[src/sv/irms_pkg.sv]
package irms_pkg;

	localparam int SUM_BITS     = 58;
	localparam int REG_BITS     = 13;
	localparam int DEN_BITS     = 26;
	localparam int QUO_BITS     = 50;
	localparam int OUT_BITS     = 24;
	localparam int CFG_IDX_BITS = 2;

	typedef logic [SUM_BITS-1:0]     sum_t;
	typedef logic [REG_BITS-1:0]     dim_t;
	typedef logic [DEN_BITS-1:0]     den_t;
	typedef logic [QUO_BITS-1:0]     quo_t;
	typedef logic [OUT_BITS-1:0]     out_t;
	typedef logic [CFG_IDX_BITS-1:0] cfg_idx_t;

	localparam sum_t SUM_MAX = '1;
	localparam quo_t QUO_CAP = quo_t'(1) << 48;
	localparam out_t OUT_MAX = '1;

	localparam cfg_idx_t CFG_WIDTH  = cfg_idx_t'(0);
	localparam cfg_idx_t CFG_HEIGHT = cfg_idx_t'(1);

endpackage

[src/sv/irms_mul.sv]
module irms_mul #(
	parameter int WIDTH = 16
) (
	input  logic                 clk,
	input  logic [WIDTH-1:0]     op_a,
	input  logic [WIDTH-1:0]     op_b,
	output logic [2*WIDTH-1:0]   prod
);

	logic [2*WIDTH-1:0] prod_q;

	always_ff @(posedge clk) begin
		prod_q <= op_a * op_b;
	end

	assign prod = prod_q;

endmodule

[src/sv/irms_div.sv]
module irms_div #(
	parameter int FRACTION_BITS = 8
) (
	input  logic                clk,
	input  logic                arst_n,
	input  logic                start,
	input  irms_pkg::sum_t      num,
	input  irms_pkg::den_t      den,
	output logic                done,
	output irms_pkg::quo_t      quo
);

	localparam int NUM_BITS = irms_pkg::SUM_BITS + 2 * FRACTION_BITS;
	localparam int CNT_BITS = $clog2(NUM_BITS + 1);
	localparam int DB       = irms_pkg::DEN_BITS;

	logic [NUM_BITS-1:0] num_q;
	irms_pkg::den_t      den_q;
	irms_pkg::den_t      rem_q;
	irms_pkg::quo_t      quo_q;
	logic [CNT_BITS-1:0] cnt_q;
	logic                run_q;
	logic                done_q;

	logic [DB:0]         rem_sh;
	logic                ge;
	irms_pkg::quo_t      quo_sh;

	always_comb begin
		rem_sh = {rem_q, num_q[NUM_BITS-1]};
		ge     = rem_sh >= {1'b0, den_q};
		quo_sh = {quo_q[irms_pkg::QUO_BITS-2:0], ge};
	end

	always_ff @(posedge clk or negedge arst_n) begin
		if (!arst_n) begin
			run_q  <= 1'b0;
			done_q <= 1'b0;
			cnt_q  <= '0;
		end else begin
			done_q <= 1'b0;
			if (start) begin
				run_q <= 1'b1;
				cnt_q <= CNT_BITS'(NUM_BITS);
			end else if (run_q) begin
				cnt_q <= cnt_q - 1'b1;
				if (cnt_q == CNT_BITS'(1)) begin
					run_q  <= 1'b0;
					done_q <= 1'b1;
				end
			end
		end
	end

	always_ff @(posedge clk) begin
		if (start) begin
			num_q <= NUM_BITS'(num) << (2 * FRACTION_BITS);
			den_q <= den;
			rem_q <= '0;
			quo_q <= '0;
		end else if (run_q) begin
			num_q <= num_q << 1;
			rem_q <= ge ? DB'(rem_sh - {1'b0, den_q}) : rem_sh[DB-1:0];
			// clamp keeps the quotient bounded once it passes the cap
			quo_q <= (quo_sh > irms_pkg::QUO_CAP) ? irms_pkg::QUO_CAP : quo_sh;
		end
	end

	assign done = done_q;
	assign quo  = quo_q;

endmodule

[src/sv/irms_sqrt.sv]
module irms_sqrt (
	input  logic            clk,
	input  logic            arst_n,
	input  logic            start,
	input  irms_pkg::quo_t  value,
	output logic            done,
	output irms_pkg::quo_t  root
);

	localparam int QB = irms_pkg::QUO_BITS;

	irms_pkg::quo_t rad_q;
	irms_pkg::quo_t res_q;
	irms_pkg::quo_t bit_q;
	logic           run_q;
	logic           done_q;

	irms_pkg::quo_t trial;
	logic           fits;

	always_comb begin
		trial = res_q + bit_q;
		fits  = rad_q >= trial;
	end

	always_ff @(posedge clk or negedge arst_n) begin
		if (!arst_n) begin
			run_q  <= 1'b0;
			done_q <= 1'b0;
		end else begin
			done_q <= 1'b0;
			if (start) begin
				run_q <= 1'b1;
			end else if (run_q && bit_q == QB'(1)) begin
				run_q  <= 1'b0;
				done_q <= 1'b1;
			end
		end
	end

	always_ff @(posedge clk) begin
		if (start) begin
			rad_q <= value;
			res_q <= '0;
			// highest even power that the capped quotient can reach
			bit_q <= QB'(1) << 48;
		end else if (run_q) begin
			if (fits) begin
				rad_q <= rad_q - trial;
				res_q <= (res_q >> 1) + bit_q;
			end else begin
				res_q <= res_q >> 1;
			end
			bit_q <= bit_q >> 2;
		end
	end

	assign done = done_q;
	assign root = res_q;

endmodule

[src/sv/image_rms_difference_core.sv]
// rms difference of two rgb images, one pixel pair per word on the input side
// input: a word is taken on a clock edge with start high and busy low; busy
//   rises on the next cycle and stays high while the word is worked on
// a pixel pair keeps busy high while, for each of red, green, blue in turn,
//   one state forms the difference, one squares it on the shared
//   multiplier and one adds it into the saturating 58-bit sum; a new pair
//   is taken only once busy is low again
// a pair with final_pixel set then forms width*height on the same
//   multiplier and triples it, then runs a bit-serial restoring divide of
//   58+2*FRACTION_BITS steps and a 25-step digit-by-digit root
// output: result_valid is high for one cycle with rms_value in 16.8 fixed
//   point; the receiver cannot stall, the word must be taken in that cycle,
//   and busy is already low then so the next pair can be taken at once
// config: cfg_ready is always high; write image_width at index 0 and
//   image_height at index 1 only while busy is low
// reset: sum cleared, both dimensions set to 1, no word in flight
module image_rms_difference_core #(
	parameter int SAMPLE_BITS   = 16,
	parameter int MAX_DIMENSION = 4096,
	parameter int FRACTION_BITS = 8
) (
	input  logic                      clk,
	input  logic                      arst_n,
	input  logic                      start,
	output logic                      busy,
	input  logic [15:0]               red_a,
	input  logic [15:0]               green_a,
	input  logic [15:0]               blue_a,
	input  logic [15:0]               red_b,
	input  logic [15:0]               green_b,
	input  logic [15:0]               blue_b,
	input  logic                      final_pixel,
	input  logic                      cfg_valid,
	output logic                      cfg_ready,
	input  irms_pkg::cfg_idx_t        cfg_index,
	input  irms_pkg::dim_t            cfg_data,
	output logic                      result_valid,
	output irms_pkg::out_t            rms_value
);

	localparam int RB       = irms_pkg::REG_BITS;
	localparam int SB       = irms_pkg::SUM_BITS;
	localparam int MUL_BITS = (SAMPLE_BITS > RB) ? SAMPLE_BITS : RB;

	localparam logic [3:0] ST_IDLE = 4'd0;
	localparam logic [3:0] ST_DIFF = 4'd1;
	localparam logic [3:0] ST_MUL  = 4'd2;
	localparam logic [3:0] ST_ADD  = 4'd3;
	localparam logic [3:0] ST_DIM  = 4'd4;
	localparam logic [3:0] ST_DEN  = 4'd5;
	localparam logic [3:0] ST_DIV  = 4'd6;
	localparam logic [3:0] ST_SQRT = 4'd7;

	localparam logic [1:0] CH_LAST = 2'd2;

	logic [3:0]             state_q;
	logic [1:0]             ch_q;
	logic                   final_q;
	irms_pkg::sum_t         sum_q;
	irms_pkg::dim_t         width_q;
	irms_pkg::dim_t         height_q;
	logic [SAMPLE_BITS-1:0] samp_a_q [3];
	logic [SAMPLE_BITS-1:0] samp_b_q [3];
	logic [SAMPLE_BITS-1:0] diff_q;
	logic                   result_valid_q;
	irms_pkg::out_t         rms_q;

	logic [MUL_BITS-1:0]    op_a;
	logic [MUL_BITS-1:0]    op_b;
	logic [2*MUL_BITS-1:0]  prod;
	irms_pkg::dim_t         width_c;
	irms_pkg::dim_t         height_c;
	logic [SB:0]            sum_add;
	irms_pkg::den_t         den_c;
	logic [SAMPLE_BITS-1:0] cur_a;
	logic [SAMPLE_BITS-1:0] cur_b;
	logic                   div_start;
	logic                   div_done;
	logic                   sqrt_start;
	logic                   sqrt_done;
	irms_pkg::quo_t         quo;
	irms_pkg::quo_t         root;

	function automatic irms_pkg::dim_t clamp_dim(input irms_pkg::dim_t v);
		if (v == '0)
			return RB'(1);
		else if (v > RB'(MAX_DIMENSION))
			return RB'(MAX_DIMENSION);
		else
			return v;
	endfunction

	always_comb begin
		width_c  = clamp_dim(width_q);
		height_c = clamp_dim(height_q);
		cur_a    = samp_a_q[ch_q];
		cur_b    = samp_b_q[ch_q];
		if (state_q == ST_DIM) begin
			op_a = MUL_BITS'(width_c);
			op_b = MUL_BITS'(height_c);
		end else begin
			op_a = MUL_BITS'(diff_q);
			op_b = MUL_BITS'(diff_q);
		end
		sum_add    = {1'b0, sum_q} + (SB + 1)'(prod);
		den_c      = irms_pkg::DEN_BITS'(prod) + (irms_pkg::DEN_BITS'(prod) << 1);
		div_start  = state_q == ST_DEN;
		sqrt_start = (state_q == ST_DIV) && div_done;
	end

	irms_mul #(
		.WIDTH(MUL_BITS)
	) u_mul (
		.clk  (clk),
		.op_a (op_a),
		.op_b (op_b),
		.prod (prod)
	);

	irms_div #(
		.FRACTION_BITS(FRACTION_BITS)
	) u_div (
		.clk    (clk),
		.arst_n (arst_n),
		.start  (div_start),
		.num    (sum_q),
		.den    (den_c),
		.done   (div_done),
		.quo    (quo)
	);

	irms_sqrt u_sqrt (
		.clk    (clk),
		.arst_n (arst_n),
		.start  (sqrt_start),
		.value  (quo),
		.done   (sqrt_done),
		.root   (root)
	);

	always_ff @(posedge clk or negedge arst_n) begin
		if (!arst_n) begin
			state_q        <= ST_IDLE;
			ch_q           <= '0;
			final_q        <= 1'b0;
			sum_q          <= '0;
			width_q        <= RB'(1);
			height_q       <= RB'(1);
			result_valid_q <= 1'b0;
		end else begin
			result_valid_q <= 1'b0;
			if (cfg_valid) begin
				if (cfg_index == irms_pkg::CFG_WIDTH)
					width_q <= cfg_data;
				else if (cfg_index == irms_pkg::CFG_HEIGHT)
					height_q <= cfg_data;
			end
			unique case (state_q)
				ST_IDLE: begin
					if (start) begin
						final_q <= final_pixel;
						ch_q    <= '0;
						state_q <= ST_DIFF;
					end
				end
				ST_DIFF: state_q <= ST_MUL;
				ST_MUL:  state_q <= ST_ADD;
				ST_ADD: begin
					sum_q <= sum_add[SB] ? irms_pkg::SUM_MAX : sum_add[SB-1:0];
					if (ch_q == CH_LAST)
						state_q <= final_q ? ST_DIM : ST_IDLE;
					else begin
						ch_q    <= ch_q + 1'b1;
						state_q <= ST_DIFF;
					end
				end
				ST_DIM: state_q <= ST_DEN;
				ST_DEN: state_q <= ST_DIV;
				ST_DIV: begin
					if (div_done)
						state_q <= ST_SQRT;
				end
				ST_SQRT: begin
					if (sqrt_done) begin
						result_valid_q <= 1'b1;
						sum_q          <= '0;
						state_q        <= ST_IDLE;
					end
				end
				default: state_q <= ST_IDLE;
			endcase
		end
	end

	always_ff @(posedge clk) begin
		if (state_q == ST_IDLE && start) begin
			samp_a_q[0] <= red_a[SAMPLE_BITS-1:0];
			samp_a_q[1] <= green_a[SAMPLE_BITS-1:0];
			samp_a_q[2] <= blue_a[SAMPLE_BITS-1:0];
			samp_b_q[0] <= red_b[SAMPLE_BITS-1:0];
			samp_b_q[1] <= green_b[SAMPLE_BITS-1:0];
			samp_b_q[2] <= blue_b[SAMPLE_BITS-1:0];
		end
		if (state_q == ST_DIFF)
			diff_q <= (cur_a >= cur_b) ? cur_a - cur_b : cur_b - cur_a;
		if (state_q == ST_SQRT && sqrt_done)
			rms_q <= (root > irms_pkg::quo_t'(irms_pkg::OUT_MAX)) ?
				irms_pkg::OUT_MAX : root[irms_pkg::OUT_BITS-1:0];
	end

	assign busy         = state_q != ST_IDLE;
	assign cfg_ready    = 1'b1;
	assign result_valid = result_valid_q;
	assign rms_value    = rms_q;

	a_busy_after_accept: assert property (@(posedge clk) disable iff (!arst_n)
		(start && !busy) |=> busy)
		else $error("busy did not rise after an accepted word");

	a_result_from_root: assert property (@(posedge clk) disable iff (!arst_n)
		result_valid |-> $past(state_q == ST_SQRT && sqrt_done))
		else $error("result strobe without a finished root");

	a_result_idle: assert property (@(posedge clk) disable iff (!arst_n)
		result_valid |-> (!busy && sum_q == '0 && !$past(result_valid)))
		else $error("result shown while busy or sum not cleared");

	a_div_start_once: assert property (@(posedge clk) disable iff (!arst_n)
		div_start |=> (state_q == ST_DIV && !div_start))
		else $error("divider started out of sequence");

endmodule
[config.mk]
export PLATFORM = sky130hd
export DESIGN_NAME = image_rms_difference_core
export DESIGN_NICKNAME = d
export VERILOG_FILES = /design/src/sv/irms_pkg.sv /design/src/sv/irms_mul.sv /design/src/sv/irms_div.sv /design/src/sv/irms_sqrt.sv /design/src/sv/image_rms_difference_core.sv
export SDC_FILE = /design/constraint.sdc
export NUM_CORES = 2
export LEC_CHECK = 0
export CORE_ASPECT_RATIO = 0.6
export CORE_MARGIN = 4
export CORE_UTILIZATION = 57
export CTS_BUF_LIST = sky130_fd_sc_hd__clkbuf_2 sky130_fd_sc_hd__clkbuf_4 sky130_fd_sc_hd__clkbuf_8
export DETAILED_ROUTE_END_ITERATION = 12
export DONT_BUFFER_PORTS = 1
export GPL_TIMING_DRIVEN = 0
export PLACE_DENSITY = 0.72
export SKIP_CTS_REPAIR_TIMING = 1
export SYNTH_ARGS = -nofsm -noshare
export SYNTH_HDL_FRONTEND = slang
export SYNTH_HIERARCHICAL = 1
export SYNTH_SLANG_ARGS = --single-unit
[constraint.sdc]
create_clock -name clk -period 25.8 [get_ports clk]
set_input_delay 7.74 -clock clk [delete_from_list [all_inputs] [get_ports clk]]
set_output_delay 7.74 -clock clk [all_outputs]
set_load 0.01 [all_outputs]
==> results_dict.tcl <==
set metrics [dict create \
    cts_max_level 3 \
    synth_area_leaders "edfxtp_1 (19%), ha_1 (9.5%), fa_1 (9.5%)" \
    final_util_pct 61.98 \
    maxCapViolations 0 \
    worstReg2RegStart "state_q[2]" \
    outcome "finished clean" \
    syn_nets 5090 \
    r2r_cells 25 \
    grt_pass1_wl_mm 188.2 \
    cts.path.max_buffers 3 \
    tns_ns 0 \
    first_global_vias 32314 \
    hpwl_mm 93.66 \
    finalClockSkew_ns 0.06677 \
    viasPerCell 6.178 \
    r2r_setup_slack_ns 16.72 \
    synthCells 4452 \
    port_buffers 0 \
    cts_buffers 86 \
    nNetsFinal 5185 \
    path_cells "clkbuf_1 > or3_1" \
    gp_congestion 0.9905 \
    die_h_um 219.0 \
    cts.sinks 555 \
    synth_ff_type "edfxtp_1" \
    num-fill-cells 6266 \
    synthToLayoutAreaGrowth_pct 7.847 \
    synth.distinct_cells 106 \
    crit_slowest_cell "or3_1" \
    synth_area_um2 42300 \
    synthArstFlopShare_pct 18.38 \
    max_stage_delay_ns 0.53 \
    start_util_pct 57.47 \
    avgSynthCellArea_um2 9.502 \
    crit_type "flip-flop to output port" \
    wl_met3_mm 16.63 \
    worstPathMaxFanout 10 \
    antenna_found_initial 6 \
    period_share_pct 37.58 \
    route.layer.met1.wl_mm 58.56 \
    layout_commonest_cell "nand2_1" \
    worstSetupEndpointType "output port" \
    placementRows 77 \
    die_w_um 359.7 \
    period_minus_slack_ns 9.696 \
    hold_viol_final 0 \
    maxSlewHeadroom_pct 11.78 \
    ant_nets 0 \
    hp-class "flip-flop to flip-flop" \
    placed_cell_area_um2 43700 \
    finalSetupViolations 0 \
    avgRoutedWirePerCell_um 21.68 \
    grt_overflow 0 \
    crit_required_ns 18.06 \
    rsz0062_at_grt "no" \
    drt_wl_total_mm 121.6 \
    yosysSeqAreaShare_pct 33.86 \
    io_pins 143 \
    final_cell_area_um2 45620 \
    start_kind "flip-flop" \
    track_usage_pct 30.38 \
    top_layer "met5" \
    grt_max_degree 103 \
    rr_endpoint "u_mul/prod[24]" \
    ys_ff_latch 555 \
    yosysTopAreaCell "edfxtp_1" \
    die_area_um2 78780 \
    synth_edf_count 270 \
    clkTransAtPathRegs_ns 0.06 \
    cts_root_buffer "clkbuf_8" \
    cts_tree "built" \
    num_vias 34656 \
    critPathArrivalTime_ns 1.96 \
    clock_latency_ns 0.75 \
    final_cell_mix "nand2_1 (443), inv_1 (346), ha_1 (322), nor2_1 (289), edfxtp_1 (270)" \
    startpoint "state_q[2]" \
    design.core.area_um2 73610 \
    drive_gt1_share_pct 8.007 \
    fmax_mhz 103.1 \
    wl_met2_mm 44.31 \
    timing.critical_path.to "busy" \
    drtIter0Drc 3843 \
    dr.pass1.iters 6 \
    tightest_slew_ns 1.323 \
    final-max-slew-violation-count 0 \
    route.detailed.drc 0 \
    synth-warning-count 6 \
    synth_top_cell_area_share_pct 19.17 \
]
## kinds of logic (layout without fill, tap and decap cells)
family	after synthesis	in the layout	synth area share (%)
adders and majority gates	522	522	18.99
AOI/OAI and AO/OA	1097	1097	17.65
other	1	3	0.008864
DFF	555	555	33.86
muxes	186	186	4.667
xor gates and xnor gates	223	223	4.617
and+or+nand+nor	1314	1314	14.95
buffers and inverters	554	723	5.253
## metrics by stage
stage | setup WS (ns) | cells | hold WS (ns)
2_1_floorplan | 13.17 | 4452 | 0.4309
3_3_place_gp | 11.07 | 5439 | 0.4594
3_5_place_dp | 16.43 | 5446 | 0.4652
4_1_cts | 16.01 | 5608 | 0.4741
5_1_grt | 15.92 | 5610 | 0.5080
6_report | 16.10 | 5610 | 0.4743
## worst min path at each step
stage	from	end	slack [ns]	depth (start not counted)
after floorplan	u_div/quo[49]	u_div/quo[49]	0.43	1
after CTS	u_div/rem_q[25]	u_div/rem_q[25]	0.47	2
after global routing	u_div/num_q[31]	u_div/num_q[32]	0.51	1
final	u_div/rem_q[25]	u_div/rem_q[25]	0.47	2
after detailed placement	u_div/rem_q[25]	u_div/rem_q[25]	0.47	2
after global placement	u_div/rem_q[25]	u_div/rem_q[25]	0.46	2
## final cells by class
type / instances / area [um2] / share of cell area (%)
Timing Repair Buffer: 7 / 138.9 / 0.3044
Clock inverter: 28 / 271.5 / 0.5951
Buffer: 205 / 913.4 / 2.002
Tap cell: 987 / 1235 / 2.707
Clock buffer: 134 / 1644 / 3.604
Antenna cell: 2 / 5.005 / 0.01097
Inverter: 349 / 1310 / 2.871
Multi-Input combinational cell: 3343 / 25780 / 56.50
Sequential cell: 555 / 14330 / 31.40
## layer usage
layer,GRT usage [%],vias up
met4,6.168,10
met5,2.451,-
met2,38.33,1755
met3,12.06,147
li1,-,16061
met1,47.65,16683
## registers in the layout, indices dropped and copies added, names as in the netlist, 2 cells and up
name and cells:
u_sqrt/bit_q 25, samp_b_q 48, u_div/rem_q 26, u_div/num_q 58, height_q 13, u_sqrt/rad_q 50, rms_value 24, sum_q 58
u_div/cnt_q 7, width_q 13, ch_q 2, u_div/quo 50, diff_q 16, u_mul/prod 32, u_sqrt/root 50, u_div/den_q 26
samp_a_q 48, state_q 3
## cells in the mapped netlist, types with 17 or more instances
cell and n:
a31o_2 18, buf_2 17, nor2_1 290, or3_1 51, a21o_1 109, inv_1 347, nor4_1 40, nand2b_1 27
and2_1 154, nand4_1 49, o21a_1 64, o21ai_1 28, a211oi_1 75, and3_1 37, clkbuf_1 152, fa_1 200
a22o_1 70, a31oi_1 63, xnor2_1 136, a21oi_1 252, edfxtp_1 270, o21ai_0 199, dfrtp_1 100, nor2b_1 31
dfxtp_1 183, nand2_1 443, o21bai_1 33, mux2_2 90, ha_1 322, nor3_1 64, mux2i_1 96, xor2_1 87
nand3_1 74
## worst max-delay path, delay by kind of cell (launching register included)
family                 cells  cell delay [ns]
and+or+nand+nor            1             0.53
buffers and inverters      1             0.35
DFF                        1             0.34
Power is left out: the tool's default activity adds up to more than one toggle a clock period on the data nets, which glitch-free logic cannot reach.
